**config.mk**
```make
export PLATFORM = sky130hd
export DESIGN_NAME = tgs_cmp
export DESIGN_NICKNAME = d
export VERILOG_FILES = /design/src/rtl/tgs_cmp.sv
export SDC_FILE = /design/constraint.sdc
export NUM_CORES = 1
export LEC_CHECK = 0
export BUFFER_PORTS_ARGS = -buffer_cell sky130_fd_sc_hd__buf_2
export CORE_ASPECT_RATIO = 2
export CORE_UTILIZATION = 64
export DETAILED_ROUTE_END_ITERATION = 10
export PLACE_DENSITY = 0.94
export SLEW_MARGIN = 20
export SYNTH_ARGS = -nofsm -noshare
export SYNTH_HDL_FRONTEND = slang
export SYNTH_SLANG_ARGS = --single-unit
```
**constraint.sdc**
```tcl
create_clock -name vclk -period 7.6
set_input_delay 0.38 -clock vclk [all_inputs]
set_output_delay 0.38 -clock vclk [all_outputs]
set_load 0.03 [all_outputs]
```
**src/rtl/tgs_cmp.sv**
```systemverilog
`timescale 1ns / 1ps
// shared distance unit: a>b flag, |a-b| and its compare against tolerance
module tgs_cmp (
   input  logic [31:0] a,
   input  logic [31:0] b,
   input  logic [31:0] tol,
   output logic        a_gt_b,
   output logic        in_tol
);
   logic [32:0] diff;
   logic [31:0] gap;
   always_comb begin
      diff   = {1'b0, a} - {1'b0, b};
      a_gt_b = !diff[32] && (diff[31:0] != 32'd0);
      gap    = diff[32] ? (b - a) : diff[31:0];
      in_tol = gap <= tol;
   end
endmodule

```
==> summary.md <==
| Metric | Value |
|---|---|
| Leakage | 0.00284 uW |
| Drt pass-1 iters | 5 |
| Cells after DPL | 895 |
| First-pass GRT wire length | 25.3 mm |
| Vias in the first global route | 5623 |
| CP arrival | 5.54 ns |
| Multi-input logic area | 0.00433 sq mm |
| Final hold slack | 1.51 ns |
| # diodes | 0 |
| CTS Hold Bufs | 0 |
| Crit path max fanout | 21 |
| Fmax | 169 MHz |
| Mapped cell area | 0.00493 sq mm |
| Top cells by area, synth | ha_1 (24%), a21oi_1 (8.5%), inv_1 (8.2%) |
| GRT Overall Usage | 39.4% |
| Ports | 98 |
| Post-route DRC | 0 |
| Pwr/cell area | 105 mW/mm^2 |
| Final hold vios | 0 |
| Core Rows | 44 |
| Initial antenna violation count | 0 |
| Setup Viol. Count Final | 0 |
| Worst slew pin tran | 0.988 ns |
| Max-cap check violation count | 0 |
| Largest net degree at the start of global routing | 22 |
| Library cells used by synthesis | 64 |
| Initial DRC count | 281 |
| Worst Hold Class | in -> out |
| Synth-to-layout area growth | 8.76% |
| GRT Residual Overflow | 0 |
| Die area | 0.00808 sq mm |
| Most common cell after layout, fill and taps aside | inv_1 |
| Placed inst area | 0.00536 sq mm |
| Relative slew slack | 33.3% |
| Post-CTS setup buffer count | 0 |
| Clock buffer count | 0 |
| Post-synth top area cell | ha_1 |
| Slew Limit Fails | 0 |
| Top cell type's share of synthesized area | 24.1% |
| Sequential area share after synthesis | 0% |
| Min Tclk post-route | 5.92 ns |
| Syn nets | 930 |
| PortBufs | 98 |
| Die Ht | 126 microns |
| Overall die width | 64.1 microns |
| WL final | 16.2 mm |
| Finished Layout Cells | 895 |
| Via/cell ratio | 6.26 |
| CP Class | in -> out |
| Crit end category | output port |
| Layout cells sized above 1 | 15.1% |
| Vias | 5599 |
| Sequential cell area | 0 sq um |
| Required @ worst endpoint | 7.22 ns |
| DPL Wire Length | 13.9 mm |
| Design Area, Final | 0.00536 sq mm |
| Post-route ant nets | 0 |
| Status | complete, no violations |
| Routed length per placed instance | 18.1 microns |
| Mapped Cells | 737 |
| Hold depth | 6 |
| Gpl congestion | 0.993 |
| Core area | 0.00738 sq mm |
| Most frequent cells in the layout | inv_1 (108), buf_2 (98), ha_1 (95) |
| FF+latch count | 0 |
| Filler cells | 671 |
| Synth Warn # | 0 |
| Final nets | 998 |
| Post-Syn Area per Cell | 6.69 sq um |
| Tcrit/Tclk final | 77.9% |
| Post-cts sizing count | 0 |
| Sum Neg Setup Slack | 0 ns |
| RSZ-0062 raised after global routing | false |
| Starting Density | 66.8% |
| Total power | 562 uW |
| Max IR drop VDD | 0.0000569 V |
| Crit path launch type | primary input |
-- area by class of cell --
cell class                 count  area share [%]
inverter                     108            7.56
multi-input combinational    595            80.9
tap                           92            2.15
timing repair buffer         100            9.43
-- report_power, final --
| part | switching [uW] | internal, uW |
|---|---|---|
| Combinational | 337 | 225 |
| Clock | 0 | 0 |
| Sequential | 0 | 0 |
| Total | 337 | 225 |
-- metal layers --
metal	track usage, %	routed length (microns)
met5	0	0
met4	29.0	1410
met3	2.54	529
met2	79.3	8840
met1	34.5	5430
-- Yosys cell counts (all sizes together), types with 2 or more instances --
cell type    n
a31o         4
a41oi        2
mux2         4
a211oi       7
nand2b      17
o21bai       7
nand4       22
a21o        23
clkbuf       6
a21oi       84
o211ai       3
nor3        13
o31a         4
fa           2
or3          6
ha          95
nand2       52
or2          3
and3         4
nor2b       15
o21a         8
inv        108
xor2        22
o21ai       60
xnor2       28
buf         28
mux2i       18
o31ai        9
a311oi       2
nor4         3
nor2        37
o2111ai      2
nand3       11
and2         4
a31oi        5
o221ai       2
o41ai        2
-- per-stage QoR --
stage	setup WS, ns	utilization, %
2_1_floorplan	2.99	-
3_3_place_gp	1.88	72.7
3_5_place_dp	1.73	72.7
4_1_cts	1.71	72.7
5_1_grt	1.20	72.7
6_report	1.68	72.7
-- worst max-delay path, cell delays in order --
cell and delay (ns):
buf_2 0.09, inv_1 0.04, ha_1 0.56, nand4_1 0.30, or3_1 0.44, a2111oi_2 0.26
nor3_2 0.11, o21ai_1 0.16, a21o_1 0.60, buf_4 0.36, mux2_2 0.38, xor2_1 0.14
ha_1 0.20, a21o_1 0.16, a21o_1 0.17, a21o_1 0.17, a21oi_1 0.14, nor2b_1 0.06
o21ai_0 0.14, nand2b_1 0.07, a21oi_1 0.13, or3_1 0.11, a31o_2 0.16, buf_2 0.19
-- cells by family (layout without fill, tap and decap cells) --
kind of cell,after synthesis,count (layout),share of synthesized area (%)
AO/OA/AOI/OAI,234,234,29.9
XOR/XNOR,50,50,8.89
adder cells (fa/ha/maj),97,97,24.9
buffers and inverters,142,208,12.1
multiplexers,22,22,4.57
AND/OR/NAND/NOR,192,192,19.6
-- final timing paths --
path | startpoint | end
worst min-delay path | tol[31] | in_tol
worst max-delay path | a[18] | in_tol
No activity file was read; power rests on OpenSTA's default activity.
