$ cat src/rtl/tgs_pkg.sv
`timescale 1ns / 1ps
package tgs_pkg;
   localparam int TableDepth  = 64;
   localparam int SensorCount = 16;
   localparam int IdxW        = $clog2(TableDepth);
   localparam int CntW        = $clog2(TableDepth + 1);
   localparam int SenW        = 4;
   localparam int SenCntW     = $clog2(SensorCount + 1);

   localparam logic [1:0] OP_ADD   = 2'd0;
   localparam logic [1:0] OP_GROUP = 2'd1;
   localparam logic [1:0] OP_CLEAR = 2'd2;

   localparam logic [1:0] REG_TOLERANCE = 2'd0;
   localparam logic [1:0] REG_MIN_COUNT = 2'd1;
   localparam logic [1:0] REG_MASK      = 2'd2;

   localparam logic [31:0] TOLERANCE_RESET = 32'd10000;
   localparam logic [4:0]  MIN_COUNT_RESET = 5'd2;

   typedef enum logic [3:0] {
      ST_IDLE,
      ST_ADD_SCAN,
      ST_ADD_DONE,
      ST_ANCHOR_SCAN,
      ST_ANCHOR_DONE,
      ST_PICK_SCAN,
      ST_PICK_DONE,
      ST_EMIT,
      ST_REMOVE_SCAN,
      ST_NOT_FOUND
   } state_type;

   typedef struct packed {
      logic        found;
      logic [3:0]  out_sensor;
      logic [31:0] out_stamp;
      logic [31:0] out_handle;
      logic        last;
      logic        overflow;
   } rsp_type;

   typedef struct packed {
      logic [1:0]  op;
      logic [31:0] stamp;
      logic [3:0]  sensor;
      logic [31:0] handle;
   } req_type;
endpackage

$ cat src/rtl/tgs_table.sv
`timescale 1ns / 1ps
module tgs_table
   import tgs_pkg::*;
(
   input  logic            clock,
   input  logic            wr_en,
   input  logic [IdxW-1:0] wr_addr,
   input  logic [31:0]     wr_stamp,
   input  logic [3:0]      wr_sensor,
   input  logic [31:0]     wr_handle,
   input  logic [IdxW-1:0] rd_addr,
   output logic [31:0]     rd_stamp,
   output logic [3:0]      rd_sensor,
   output logic [31:0]     rd_handle
);
   logic [67:0] mem [TableDepth];
   logic [67:0] rd_ff;

   always_ff @(posedge clock) begin
      if (wr_en) begin
         mem[wr_addr] <= {wr_stamp, wr_sensor, wr_handle};
      end
      rd_ff <= mem[rd_addr];
   end

   assign rd_stamp  = rd_ff[67:36];
   assign rd_sensor = rd_ff[35:32];
   assign rd_handle = rd_ff[31:0];
endmodule

$ cat config.mk
export PLATFORM = sky130hd
export DESIGN_NAME = tgs_table
export DESIGN_NICKNAME = d
export VERILOG_FILES = /design/src/rtl/tgs_pkg.sv /design/src/rtl/tgs_table.sv
export SDC_FILE = /design/constraint.sdc
export NUM_CORES = 2
export LEC_CHECK = 0
export ABC_AREA = 1
export CAP_MARGIN = 20
export CORE_UTILIZATION = 45
export CTS_BUF_LIST = sky130_fd_sc_hd__clkbuf_2 sky130_fd_sc_hd__clkbuf_4 sky130_fd_sc_hd__clkbuf_8
export DETAILED_ROUTE_END_ITERATION = 8
export DONT_BUFFER_PORTS = 1
export PLACE_DENSITY = 0.61
export SLEW_MARGIN = 20
export SYNTH_ARGS = -nofsm -noshare
export SYNTH_HDL_FRONTEND = slang
export SYNTH_MEMORY_MAX_BITS = 65536
export SYNTH_SLANG_ARGS = --single-unit
$ cat constraint.sdc
create_clock -name clock -period 13.1 [get_ports clock]
set_clock_uncertainty 0.15 [all_clocks]
set_input_delay 0.655 -clock clock [delete_from_list [all_inputs] [get_ports clock]]
set_output_delay 0.655 -clock clock [all_outputs]
set_load 0.02 [all_outputs]
==> qor.txt <==
Max Fclk - 170 MHz
Delay-heaviest family, CP - buffers and inverters
Failing checks - hold timing, slew limit
Final setup viols - 0
Share of layout cells above drive strength 1 - 9.92%
Crit share post-route - 44.9%
Max clock buf depth - 4
Overall Global Routing Usage - 28.1%
Placement Setup Slack - 6.84 ns
Row count - 228
Area delta synth->final - 11.9%
Total Neg Setup Slack - 0 ns
CP arrival - 6.82 ns
Placeable Area - 387000 µm²
Root buffer cell - clkbuf_8
Mux contribution to synthesized area - 0%
DP HPWL - 256000 µm
Netlist cell types - 17
P_leak - 68.7 nW
WL per Instance - 27.8 µm
Max Cap Viol - 0
DR iter-0 viols - 16300
WS Path Type - input port to flip-flop
Antenna Violating Nets Remaining - 0
Die X-Extent - 626 µm
First-pass GRT wire length - 796000 µm
Number of global-route vias before repair - 110000
Synth Register Bits - 4420
Avg Cell Area, Syn - 12.3 µm²
Post-synthesis compound-gate area fraction - 0%
I/O Buffers - 0
Worst Setup End Kind - flip-flop
Max IR drop VDD - 0.0828 mV
TritonCTS clock tree - built
Total grt overflow - 0
Syn_nets - 14300
Clock transition at the registers of the reported paths - 0.06 ns
Total power - 28.8 mW
Number of buffers and inverters on the critical path - 8
Vias per cell - 5.80
Die area - 392000 µm²
# nets final - 14500
Largest driver fanout on the critical path - 185
Pwr Density - 147 nW/µm²
Post-synth EDFFs - 4352
Pin count of the biggest net entering global routing - 958
Fin worst setup slack - 7.22 ns
Initial antenna violation count - 30
Worst Tran Pin Value - 3.36 ns
H-tree Lvls - 6
Post-CTS Setup Inserts - 0
Post-synth ARST share - 0%
Critical Path RT - 14.05 ns
Synthesized instance count - 14200
CTS Sinks - 4420
Crit path max-delay cell type - buf_4
Crit-path cells - buf_16, buf_16, inv_16, buf_4, buf_4, nand3_1, nand3_1, nand3_1, nand3_1, dlygate4sd3_1, nand2_1, dlygate4sd3_1, nand2_1, dlygate4sd3_1, nand2_1
Vias - 117000
Die Height - 626 µm
Synth warn - 0
Outcome - complete, but fails checks
CP startpoint kind - input port
Fin crit period - 5.88 ns
CP max stage delay - 0.86 ns
HP Class - input port to flip-flop
Wirelength, routed - 560000 µm
Max Slew Vio Count - 271
Initial Utilization - 45.3%
Worst-Skew Late Latency - 1.24 ns
Prevailing post-synth register cell - edfxtp_1
CTS resizes - 0
Total CTS buffers - 688
Synth Area in XOR/XNOR - 0%
Hold Slack - -0.0571 ns
Pre-antenna DRT Iters - 6
Synth Cell Area - 175000 µm²
Main combinational cell family by area after synthesis - simple AND/OR/NAND/NOR gates
Worst path most repeated cell - nand3_1
DRC Markers - 0
Num ports - 150
Slew HR - -124%
Gpl congestion - 0.791
Synth Area in Adders - 0%
RSZ-0062 raised after global routing - false
Register area share after synthesis - 75.4%
Simple-Gate Fraction of Synth Area - 21.9%
Fin. Hold Viols - 1
## timing repair
action                                  in CTS  in global routing
hold buffers                               168                  3
endpoints found under the setup margin       0                  0
endpoints found under the hold margin     4787                  2
## cell usage in the layout (no fill, tap or decap), drive strengths merged
master       netlist  routed
nand2           4692    4692
edfxtp          4352    4352
nand3           4087    4087
clkbuf           146    1016
buf              807     324
clkinv             1     163
dlygate4sd3        0      93
dfxtp             68      68
nor2              56      56
diode              0      55
inv               11      35
clkinvlp           0      16
nand4              9       9
nor4               8       8
bufinv             0       3
## flip-flops by register name, indices dropped and copies added (netlist names)
register and flops:
rd_ff 68, mem 4352
## metrics by stage
step,hold WS (ns),cells,utilization (%),area (µm²)
floorplan,0.571,14200,-,175000
detailed placement,0.606,18700,46.5,180000
global route,0.00322,20100,50.7,196000
CTS,0.00512,20100,50.6,196000
global placement,0.606,18700,46.4,179000
finish,-0.0571,20200,50.7,196000
## cell families after synthesis
| group | Yosys count |
|---|---|
| simple gates | 8852 |
| flops | 4420 |
| buf+inv | 965 |
## layout make-up
type / count / area (µm²)
Fill cell: 33100 / 191000
Sequential cell: 4420 / 132000
Multi-Input combinational cell: 8852 / 38900
Clock buffer: 1016 / 12200
Tap cell: 5175 / 6470
Timing Repair Buffer: 417 / 5120
Clock inverter: 205 / 1150
Antenna cell: 55 / 138
Inverter: 12 / 105
## metal layers
metal | global-route usage [%] | vias to the layer above | routed length [µm]
met2 | 44.0 | 6590 | 255000
li1 | - | 51300 | -
met4 | 12.0 | 10 | 25700
met1 | 38.7 | 57800 | 222000
met3 | 4.89 | 1246 | 56500
met5 | 0 | - | 71
## worst register-to-register path: stages, from the launching register on
cell,delay (ns)
edfxtp_1,0.39
nand2_1,0.10
nand3_1,0.09
nand3_1,0.12
nand3_1,0.11
dlygate4sd3_1,0.58
nand3_1,0.08
dlygate4sd3_1,0.59
nand2_1,0.05
dlygate4sd3_1,0.56
nand2_1,0.07
nand2_1,0.06
## synth_stat cells, types with 7 or more instances
cell	number	area, µm²
buf_4	70	526
nor4_1	8	50.1
inv_1	7	26.3
nand4_1	9	56.3
dfxtp_1	68	1360
nand2_1	4692	17600
buf_2	616	3080
clkbuf_1	146	548
buf_1	110	413
buf_6	10	113
edfxtp_1	4352	131000
nand3_1	4087	20500
nor2_1	56	210
## final timing paths
kind,from,end,slack [ns],cells after the start
min,rd_addr[1],rd_ff[21]$_DFF_P_,-0.06,7
max,rd_addr[1],rd_ff[8]$_DFF_P_,7.22,15
max reg2reg,mem[63][14]$_DFFE_PP_,rd_ff[14]$_DFF_P_,10.05,11
min reg2reg,mem[58][40]$_DFFE_PP_,rd_ff[40]$_DFF_P_,0.64,8
## power breakdown
part	internal [mW]	total, mW	switching (mW)
Clock	5.99	11.4	5.39
Combinational	0.446	1.68	1.24
Sequential	15.7	15.8	0.122
Power figures use the tool's default switching activity.
